[config.mk]
export PLATFORM = sky130hd
export DESIGN_NAME = beeper_tone_sequencer
export DESIGN_NICKNAME = d
export VERILOG_FILES = /design/src/sv/bts_pkg.sv /design/src/sv/bts_seq.sv /design/src/sv/bts_pwm.sv /design/src/sv/beeper_tone_sequencer.sv
export SDC_FILE = /design/constraint.sdc
export NUM_CORES = 1
export LEC_CHECK = 0
export BUFFER_PORTS_ARGS = -buffer_cell sky130_fd_sc_hd__buf_2
export CAP_MARGIN = 30
export CORE_UTILIZATION = 50
export CTS_BUF_LIST = sky130_fd_sc_hd__clkbuf_8
export CTS_CLUSTER_DIAMETER = 120
export DETAILED_ROUTE_END_ITERATION = 16
export PLACE_DENSITY = 0.76
export SYNTH_ARGS = -nofsm -noshare
export SYNTH_HDL_FRONTEND = slang
export SYNTH_SLANG_ARGS = --single-unit
[constraint.sdc]
create_clock -name clk -period 7.9 [get_ports clk]
set_input_delay 1.58 -clock clk [delete_from_list [all_inputs] [get_ports clk]]
set_output_delay 1.58 -clock clk [all_outputs]
set_load 0.02 [all_outputs]
[src/sv/bts_pkg.sv]
// ----------------------------------------------------------------------------
// bts_pkg: shared types and constants of the beeper tone sequencer
// Item kinds, the sequencer-to-PWM command struct and the G-major note table.
// ----------------------------------------------------------------------------
package bts_pkg;

  // item kinds carried in the input tuser
  typedef enum logic [1:0] {
    OP_CTRL_TICK  = 2'd0,
    OP_TIMER_TICK = 2'd1,
    OP_SET_NOTE   = 2'd2,
    OP_KEY_CLICK  = 2'd3
  } op_t;

  localparam int NOTE_W   = 3;
  localparam int CLICK_W  = 2;
  localparam int STEP_W   = 6;
  localparam int OUT_W    = 9;
  localparam int IN_DATA_W  = 8;
  localparam int OUT_DATA_W = 24;

  // notes used by the sequencer
  localparam logic [NOTE_W-1:0] CLICK_NOTE   = 3'd7;
  localparam logic [NOTE_W-1:0] PATTERN_NOTE_A = 3'd5;
  localparam logic [NOTE_W-1:0] PATTERN_NOTE_B = 3'd1;

  // alarm pattern step codes
  localparam logic [STEP_W-1:0] STEP_A_ON  = 6'h00;
  localparam logic [STEP_W-1:0] STEP_A_OFF = 6'h0F;
  localparam logic [STEP_W-1:0] STEP_B_ON  = 6'h10;
  localparam logic [STEP_W-1:0] STEP_B_OFF = 6'h1F;

  // reset values of the period and compare registers
  localparam logic [OUT_W-1:0] PERIOD_RESET  = 9'd225;
  localparam logic [OUT_W-1:0] COMPARE_RESET = 9'd112;

  // command from the sequencer to the pwm
  typedef struct packed {
    logic              load;
    logic [NOTE_W-1:0] note;
    logic              start;
    logic              stop;
  } seq_cmd_t;

  // period in 1 MHz ticks for each note index, 1e6/f - 1
  function automatic logic [OUT_W-1:0] note_period(input logic [NOTE_W-1:0] idx);
    logic [OUT_W-1:0] p;
    case (idx)
      3'd1:    p = 9'd317;  // 3136 Hz
      3'd2:    p = 9'd283;  // 3520 Hz
      3'd3:    p = 9'd252;  // 3951 Hz
      3'd4:    p = 9'd237;  // 4186 Hz
      3'd5:    p = 9'd211;  // 4698 Hz
      3'd6:    p = 9'd188;  // 5274 Hz
      3'd7:    p = 9'd167;  // 5920 Hz
      default: p = 9'd211;  // index zero plays the default note
    endcase
    return p;
  endfunction

endpackage

[src/sv/bts_seq.sv]
// ----------------------------------------------------------------------------
// bts_seq: tone sequencer
// Key click, continuous and alarm pattern control; issues note loads and
// start/stop commands to the pwm.
// ----------------------------------------------------------------------------
module bts_seq #(
  parameter int CLICK_TICKS  = 2,
  parameter int PATTERN_BITS = 6
) (
  input  logic                          clk,
  input  logic                          rst,
  input  logic                          fire,
  input  bts_pkg::op_t                  op,
  input  logic [bts_pkg::NOTE_W-1:0]    note,
  input  logic                          continuous_on,
  input  logic                          pattern_on,
  output bts_pkg::seq_cmd_t             cmd
);
  import bts_pkg::*;

  logic [CLICK_W-1:0]      click_left, click_left_next;
  logic [PATTERN_BITS-1:0] pattern_step, pattern_step_next;
  logic                    status, status_next;
  logic [PATTERN_BITS+STEP_W-1:0] step_ext;
  logic [STEP_W-1:0]       step_code;

  // pattern step seen through the six-bit decode window
  assign step_ext  = {{STEP_W{1'b0}}, pattern_step};
  assign step_code = step_ext[STEP_W-1:0];

  // next state and commands
  always_comb begin
    click_left_next   = click_left;
    pattern_step_next = pattern_step;
    status_next       = status;
    cmd               = '0;
    if (fire) begin
      case (op)
        OP_CTRL_TICK: begin
          if (click_left != '0) begin
            if (click_left == CLICK_W'(CLICK_TICKS)) begin
              cmd.load    = 1'b1;
              cmd.note    = CLICK_NOTE;
              status_next = 1'b1;
            end
            click_left_next = click_left - CLICK_W'(1);
          end else if (continuous_on) begin
            status_next = 1'b1;
          end else if (pattern_on) begin
            if (step_code == STEP_A_ON) begin
              cmd.load    = 1'b1;
              cmd.note    = PATTERN_NOTE_A;
              status_next = 1'b1;
            end
            if (step_code == STEP_A_OFF) begin
              status_next = 1'b0;
            end
            if (step_code == STEP_B_ON) begin
              cmd.load    = 1'b1;
              cmd.note    = PATTERN_NOTE_B;
              status_next = 1'b1;
            end
            if (step_code == STEP_B_OFF) begin
              status_next = 1'b0;
            end
            pattern_step_next = pattern_step + PATTERN_BITS'(1);
          end else begin
            status_next       = 1'b0;
            pattern_step_next = '0;
          end
          // edges of the status start and stop the pwm
          cmd.start = status_next & ~status;
          cmd.stop  = status & ~status_next;
        end
        OP_SET_NOTE: begin
          cmd.load = 1'b1;
          cmd.note = note;
        end
        OP_KEY_CLICK: begin
          click_left_next = CLICK_W'(CLICK_TICKS);
        end
        default: begin
        end
      endcase
    end
  end

  // sequencer state
  always_ff @(posedge clk) begin
    if (rst) begin
      click_left   <= '0;
      pattern_step <= '0;
      status       <= 1'b0;
    end else begin
      click_left   <= click_left_next;
      pattern_step <= pattern_step_next;
      status       <= status_next;
    end
  end

endmodule

[src/sv/bts_pwm.sv]
// ----------------------------------------------------------------------------
// bts_pwm: up-counting tone pwm
// Period and compare registers loaded from the note table, and a counter
// advanced by timer ticks while running. Exposes the post-item view.
// ----------------------------------------------------------------------------
module bts_pwm #(
  parameter int PERIOD_BITS = 9
) (
  input  logic                        clk,
  input  logic                        rst,
  input  logic                        tick,
  input  bts_pkg::seq_cmd_t           cmd,
  output logic                        running_next,
  output logic                        level_next,
  output logic [bts_pkg::OUT_W-1:0]   period_view,
  output logic [bts_pkg::OUT_W-1:0]   compare_view
);
  import bts_pkg::*;

  logic [PERIOD_BITS-1:0] period, period_next;
  logic [PERIOD_BITS-1:0] compare, compare_next;
  logic [PERIOD_BITS-1:0] count, count_next;
  logic                   running;
  logic [PERIOD_BITS-1:0] load_period;

  assign load_period = PERIOD_BITS'(note_period(cmd.note));

  // register updates for this item
  always_comb begin
    period_next  = period;
    compare_next = compare;
    count_next   = count;
    running_next = running;
    if (cmd.load) begin
      period_next  = load_period;
      compare_next = (load_period >> 1) + PERIOD_BITS'(1);
      count_next   = '0;
    end
    if (cmd.start) begin
      running_next = 1'b1;
    end
    if (cmd.stop) begin
      running_next = 1'b0;
    end
    // count wraps after reaching the period
    if (tick && running) begin
      if (count >= period) begin
        count_next = '0;
      end else begin
        count_next = count + PERIOD_BITS'(1);
      end
    end
  end

  // view after the item
  assign level_next   = running_next && (count_next < compare_next);
  assign period_view  = period_next[OUT_W-1:0];
  assign compare_view = compare_next[OUT_W-1:0];

  always_ff @(posedge clk) begin
    if (rst) begin
      period  <= PERIOD_BITS'(PERIOD_RESET);
      compare <= PERIOD_BITS'(COMPARE_RESET);
      count   <= '0;
      running <= 1'b0;
    end else begin
      period  <= period_next;
      compare <= compare_next;
      count   <= count_next;
      running <= running_next;
    end
  end

endmodule

[src/sv/beeper_tone_sequencer.sv]
// ----------------------------------------------------------------------------
// beeper_tone_sequencer: sequenced pwm beeper
// Click, continuous and alarm-pattern tone control with a note-table pwm.
// ----------------------------------------------------------------------------
// Usage:
//   Input items arrive on the s_ stream. s_tuser carries the item kind
//   (control tick, 1 MHz timer tick, set note, key click); s_tdata carries
//   the note index and the continuous and pattern requests.
//   Every input item yields exactly one result item on the m_ stream with
//   the beeper status, pwm pin level, period and compare registers as they
//   stand after the item, and the start/stop edge flags of a control tick.
//   m_tvalid rises in the cycle after acceptance. One item is accepted every
//   cycle while m_tready is high; the state update and the note table lookup
//   fit in one pass between the input handshake and the result register.
//   When the receiver stalls, the result register holds its item and
//   s_tready drops until it is taken; when it is taken, a new item is
//   accepted in that same cycle.
//   Reset clears the sequencer, stops the pwm, loads period 225 and
//   compare 112 and empties the result register.
// ----------------------------------------------------------------------------
module beeper_tone_sequencer #(
  parameter int CLICK_TICKS  = 2,
  parameter int PATTERN_BITS = 6,
  parameter int PERIOD_BITS  = 9
) (
  input  logic                              clk,
  input  logic                              rst,
  input  logic                              s_tvalid,
  output logic                              s_tready,
  // note[2:0], continuous_on[3], pattern_on[4], zeros[7:5]
  input  logic [bts_pkg::IN_DATA_W-1:0]     s_tdata,
  // op[1:0]
  input  logic [1:0]                        s_tuser,
  output logic                              m_tvalid,
  input  logic                              m_tready,
  // tone_enabled[0], pwm_level[1], period_now[10:2], compare_now[19:11],
  // started[20], stopped[21], zeros[23:22]
  output logic [bts_pkg::OUT_DATA_W-1:0]    m_tdata
);
  import bts_pkg::*;

  logic             fire;
  op_t              op;
  seq_cmd_t         cmd;
  logic             running_next;
  logic             level_next;
  logic [OUT_W-1:0] period_view;
  logic [OUT_W-1:0] compare_view;
  logic             timer_tick;

  // accept while the result register is empty or being drained
  assign s_tready   = !m_tvalid || m_tready;
  assign fire       = s_tvalid && s_tready;
  assign op         = op_t'(s_tuser);
  assign timer_tick = fire && (op == OP_TIMER_TICK);

  bts_seq #(
    .CLICK_TICKS  (CLICK_TICKS),
    .PATTERN_BITS (PATTERN_BITS)
  ) u_seq (
    .clk           (clk),
    .rst           (rst),
    .fire          (fire),
    .op            (op),
    .note          (s_tdata[NOTE_W-1:0]),
    .continuous_on (s_tdata[3]),
    .pattern_on    (s_tdata[4]),
    .cmd           (cmd)
  );

  bts_pwm #(
    .PERIOD_BITS (PERIOD_BITS)
  ) u_pwm (
    .clk          (clk),
    .rst          (rst),
    .tick         (timer_tick),
    .cmd          (cmd),
    .running_next (running_next),
    .level_next   (level_next),
    .period_view  (period_view),
    .compare_view (compare_view)
  );

  // result register valid flag
  always_ff @(posedge clk) begin
    if (rst) begin
      m_tvalid <= 1'b0;
    end else if (fire) begin
      m_tvalid <= 1'b1;
    end else if (m_tready) begin
      m_tvalid <= 1'b0;
    end
  end

  // result payload
  always_ff @(posedge clk) begin
    if (fire) begin
      m_tdata <= {2'b00, cmd.stop, cmd.start, compare_view, period_view,
                  level_next, running_next};
    end
  end

endmodule
Word-level counts from Yosys, hierarchy flattened
Index checks and enable logic that the tools add are counted.

Register bits: 60. Input bits: 14. Output and inout port bits: 26. Logic and storage cells: 81.

Add/sub/neg operators: 4. Magnitude comparators: 2. Equal/unequal tests: 14. Muxes and demuxes: 32. Bitwise logic cells: 6. Reduce and logical (&&, ||, !) cells: 14.

Operators with widths (count): $pmux 9 s6 (1); $mux 9 (5); $mux 4 (6); $mux 1 (14); $eq 6x5->1 const B (2); $mux 6 (2); $add 8x1->9 const B (1); $add 9x1->9 const B (1); $eq 3x3->1 const B (3); $ge 9x9->1 (1); $lt 9x9->1 (1); $pmux 4 s2 (1); $add 6x1->6 const B (1); $eq 2x2->1 const B (3); $eq 3x2->1 const B (2); $eq 6x4->1 const B (1); $logic_not 6->1 (1); $reduce_bool 2->1 (3); $logic_and 1x1->1 (4); $mux 2 (2); $not 1->1 (4); $pmux 2 s2 (1); $reduce_and 4->1 (1); $eq 3x1->1 const B (1); other kinds (9) (10).

Longest topological paths before layout
Depth after elaboration: 20. Gate-level depth with buffers: 19. Depth with buffers taken out: 18.

By module
Synthesis repeated with hierarchy kept, for this count alone.

Cell total of the unflattened synthesis: 347. Area total of the unflattened synthesis: 3221.8 µm².

By module, submodules not included: bts_pwm (times used 1, cells each 225, area each 1781.7 µm², seq. area each 560.5 µm²); beeper_tone_sequencer (times used 1, cells each 31, area each 739.5 µm², seq. area each 680.7 µm²); bts_seq (times used 1, cells each 91, area each 700.7 µm², seq. area each 180.2 µm²).

Worst setup path after synthesis
Ideal clock, no wire load.

Kind: input to register. Start: in m_tready. End: reg m_tdata[1] (netlist name) (data pin). Setup time: 0.266 ns. Arrival: 4.866 ns. Required time: 7.634 ns. Setup slack: 2.767 ns. Stages on the path: 16. Path buffers: 1. Path through: nand2b_1 -> buf_2 -> nand2_2 -> clkinv_1 -> o211ai_1 -> a31oi_1 -> ha_1 -> o2111ai_1 -> mux2i_1 -> a221oi_1 -> a21oi_1 -> ha_1 -> nand4_1 -> or2_2 -> a21oi_1 -> a221oi_2.

Longest elaborated chain between the ends: 9. Elaborated cells on any way between the ends: 20. Those cells by class: add/sub (1); order compare (1); eq/ne (6); mux (7); reduce/logical (5).

Ends and longest elaborated chain: from (decl) (RTL line beeper_tone_sequencer.sv:35) `input logic m_tready,`; $logic_or 1x1->1 (*) (RTL line beeper_tone_sequencer.sv:52) `assign s_tready = !m_tvalid || m_tready;`; net s_tready (RTL line beeper_tone_sequencer.sv:29) `output logic s_tready,`; $logic_and 1x1->1 (*) (RTL line beeper_tone_sequencer.sv:53) `assign fire = s_tvalid && s_tready;`; net fire (RTL line beeper_tone_sequencer.sv:42) `logic fire;`; $mux 6 (RTL line bts_seq.sv:37) `if (fire) begin`; $eq 3x3->1, or another cell as far along (RTL line bts_pkg.sv:48) `case (idx)`; $pmux 9 s6 (RTL line bts_pkg.sv:48); $add 8x1->9 (RTL line bts_pwm.sv:36) `compare_next = (load_period >> 1) + PERIOD_BITS'(1);`; $mux 9 (RTL line bts_pwm.sv:34) `if (cmd.load) begin`; $lt 9x9->1 (RTL line bts_pwm.sv:56) `assign level_next = running_next && (count_next < compare_next);`; $logic_and 1x1->1 (*) (RTL line bts_pwm.sv:56); net level_next (RTL line beeper_tone_sequencer.sv:46) `logic level_next;`; to (signal assigned) (RTL line beeper_tone_sequencer.sv:98) `m_tdata <= {2'b00, cmd.stop, cmd.start, compare_view, period_view,`; to (decl) (RTL line beeper_tone_sequencer.sv:38) `output logic [bts_pkg::OUT_DATA_W-1:0] m_tdata`.

Mark *: on every way through the listed nets, which the timed path passes. The rest lies on a longest branch. A chain may end at the register's enable or synchronous reset.

Final worst setup path
Start: in s_tdata[3] (netlist name). End: reg m_tdata[1] (netlist name) (data pin).

Longest elaborated chain between the ends: 10. Elaborated cells on any way between the ends: 27. Those cells by class: add/sub (1); order compare (1); eq/ne (6); mux (15); bitwise (3); reduce/logical (1).

Ends and longest elaborated chain: from (decl) (RTL line beeper_tone_sequencer.sv:31) `input logic [bts_pkg::IN_DATA_W-1:0] s_tdata,`; $mux 4 or $mux 1 (tied branches) (RTL line bts_seq.sv:47) `end else if (continuous_on) begin`; $mux 4 or $mux 1 (tied branches) (RTL line bts_seq.sv:40) `if (click_left != '0) begin`; $pmux 4 s2 or $mux 1 (tied branches) (RTL line bts_seq.sv:38) `case (op)`; $mux 6 (*) (RTL line bts_seq.sv:37); $eq 3x3->1, or another cell as far along (RTL line bts_pkg.sv:48); $pmux 9 s6, or another cell as far along (RTL line bts_pkg.sv:48); $add 8x1->9, or another cell as far along (RTL line bts_pwm.sv:36); $mux 9, or another cell as far along (RTL line bts_pwm.sv:34); $lt 9x9->1 or $mux 1 (tied branches) (RTL line bts_pwm.sv:56, bts_pwm.sv:42); $logic_and 1x1->1 (*) (RTL line bts_pwm.sv:56); net level_next (RTL line beeper_tone_sequencer.sv:46).

Mark *: on every way through the listed nets, which the timed path passes. The rest lies on a longest branch. The select of a mux whose other input is x is not followed.

==> flow_summary.toml <==
[power]
ir_worst_vdd_mv = 0.109
cellPowerDensity_nw_per_um2 = 188
power.total_w = 0.000686
p_leak_nw = 1.63

[critical_path]
worstSetupEndpointType = "flop"
cp.arrival_ns = 5.13
critical_path_class = "in2reg"
path_buf_inv = 1
cp_top_family = "compound AO/OA/AOI/OAI gates"
required_ns = 7.98
critical-path-slowest-cell = "a311oi_4"
path_cells = "buf_2 -> and2b_1 -> a311oi_4 -> nor3_4 -> xnor2_1 -> nand2_1 -> ha_1 -> o2111ai_1 -> mux2i_1 -> a221oi_1 -> a21oi_1 -> ha_1 -> nand4_1 -> or2_2 -> a21oi_1 -> a221oi_2"
start_kind = "input pin"
path_max_fanout = 6
max_stage_delay_ns = 0.52

[route]
vias = 2526
dr.first_iter.drc_count = 186
ant_nets = 0
drc = 0
wl_um = 6540
wire_per_inst_um = 14.7
viasPerCell = 5.66
dr.pass1.iters = 4

[sta]
rsz0062_at_grt = "false"
tightestPinTransition_ns = 0.815
slew_violations = 0
hold_violations = 0
finalClockSkew_ns = 0.00540
fin_tns_setup_ns = 0
post-route-period-util_pct = 63.9
whs_ns = 0.487
slew_headroom_pct = 45.6
fmax_mhz = 198
min_period_ns = 5.05
setup_viol_count_final = 0

[floorplanning]
start_util_pct = 51.6
core_area_um2 = 6350
dieArea_um2 = 6890
placementRows = 29
io_pins = 40
die_x_um = 83.0
die_h_um = 83.0

[logic_synthesis]
synth_cell_types = 62
synthCells = 335
yosysMostFrequentCell = "dfxtp_1"
synth.area.top_cells = "dfxtp_1, edfxtp_1, ha_1, a21oi_1, nor2_1"
synth_top_area_cell = "dfxtp_1"
ys_warn_count = 0
syn_area_um2 = 3280
yosys_most_used_dff = "dfxtp_1"
synth-async-reset-ratio_pct = 0
ys_seq_elements = 60
syn_area_per_cell_um2 = 9.79
yosys-top-cells-count = "dfxtp_1, nor2_1, inv_1"
yosysTopAreaCellShare_pct = 23.2
synth_edf_count = 22
synth.yosys.seq_area_share_pct = 43.3

[min_path]
hp-class = "reg2reg"

[global_route]
grt_pass1_vias = 2292
antenna_found_initial = 0
grt.total_usage_pct = 20.0
grt_overflow = 0
grt_max_degree = 36
grt_pass1_wl_um = 11000

[placement]
hpwlAfterDp_um = 4520
io_buffers = 34
gp_congestion = 0.813

[clock_network]
htreeDepth = 3
clockBufferDepth = 2
cts_resized = 0
clk_pin_slew_ns = 0.06
cts_tree = "done"
clk_latency_ns = 0.34
cts_hold_buf = 0
cts_buffers = 9
cts.sink_count = 60
root_buffer = "clkbuf_8"
cts_setup_buffers = 0

[finish]
final_nets = 402
fill_cells = 517
areaGrowthSynthToFinish_pct = 11.6
final_util_pct = 57.6
diodes = 0
drive_above_1_share_pct = 17.9

[job]
max-cap-violations = 0

[outcome]
status = "complete, no violations"
[state kept, by name, indices dropped and copies added (netlist names)]
register	flops
u_pwm.period	9
u_pwm.compare	9
u_seq.pattern_step	6
m_tdata	22
u_seq.status	1
u_pwm.count	9
u_seq.click_left	2
u_pwm.running	1
m_tvalid	1
[metal layers]
layer | vias to the layer above | GRT usage [%] | part of all wire, %
li1 | 1265 | - | -
met1 | 1199 | 27.0 | 49
met2 | 53 | 31.0 | 46
met3 | 9 | 4.67 | 4.2
met4 | 0 | 7.99 | 1.4
met5 | - | 0 | 0
[placed cells by master (no fill, tap or decap), types with 5 or more instances in the layout]
cell type,netlist,layout
mux2i_1,6,6
dfxtp_1,38,38
clkbuf_8,0,9
a21oi_1,24,24
and3_1,7,7
a21o_1,11,11
inv_1,25,27
nor2b_1,11,11
nor2_1,28,28
nand2_1,16,16
edfxtp_1,22,22
or2_2,6,6
nand3_1,7,7
buf_2,5,34
nor3_1,7,7
ha_1,24,24
o21ai_0,6,6
nand4_1,5,5
[path summary, 6_finish.rpt]
check / slack, ns / end / depth (start not counted) / start
max: 2.85 / m_tdata[1] / 16 / s_tdata[3]
min: 0.49 / u_pwm.compare[8] / 2 / u_pwm.compare[8]
max reg2reg: 3.40 / m_tdata[1] / 17 / u_seq.click_left[0]
min reg2reg: 0.49 / u_pwm.compare[8] / 2 / u_pwm.compare[8]
[logic make-up (layout without fill, tap and decap cells)]
kind of cell	count (synthesis)	after routing	share of synthesized area, %
AND/OR/NAND/NOR	112	112	19.6
AO/OA/AOI/OAI	78	78	17.4
flip-flops	60	60	43.3
buffers and inverters	44	77	5.46
adder cells (fa/ha/maj)	24	24	9.16
multiplexers	9	9	2.98
XOR/XNOR	7	7	1.87
other	1	2	0.114
[cell type report]
cell class	count	area (um2)	area share [%]
multi-input cells	232	1680	46.0
flip-flops and latches	60	1420	38.8
repair buffers	35	178	4.85
clock buffers	9	124	3.38
inverters	26	97.6	2.67
well taps	77	96.3	2.63
clock inverters	7	60.1	1.64
[metrics by stage]
stage	instances	worst slack [ns]	area (um2)
final	446	2.85	3660
after global placement	430	2.67	3480
after global routing	446	2.55	3660
after CTS	446	2.89	3660
after detailed placement	430	2.56	3480
after floorplan	336	2.77	3280
[where the power goes]
part | internal [W] | switching (W) | leakage (nW)
combinational | 0.0000295 | 0.0000543 | 1.01
sequential | 0.000335 | 0.00000470 | 0.515
clock | 0.000142 | 0.000121 | 0.103
[worst min-delay path, delay by kind of cell (launching register included)]
family           cells  cell delay, ns
AND/OR/NAND/NOR      2            0.14
flip-flops           1            0.30
(Power assumes the default switching activity.)
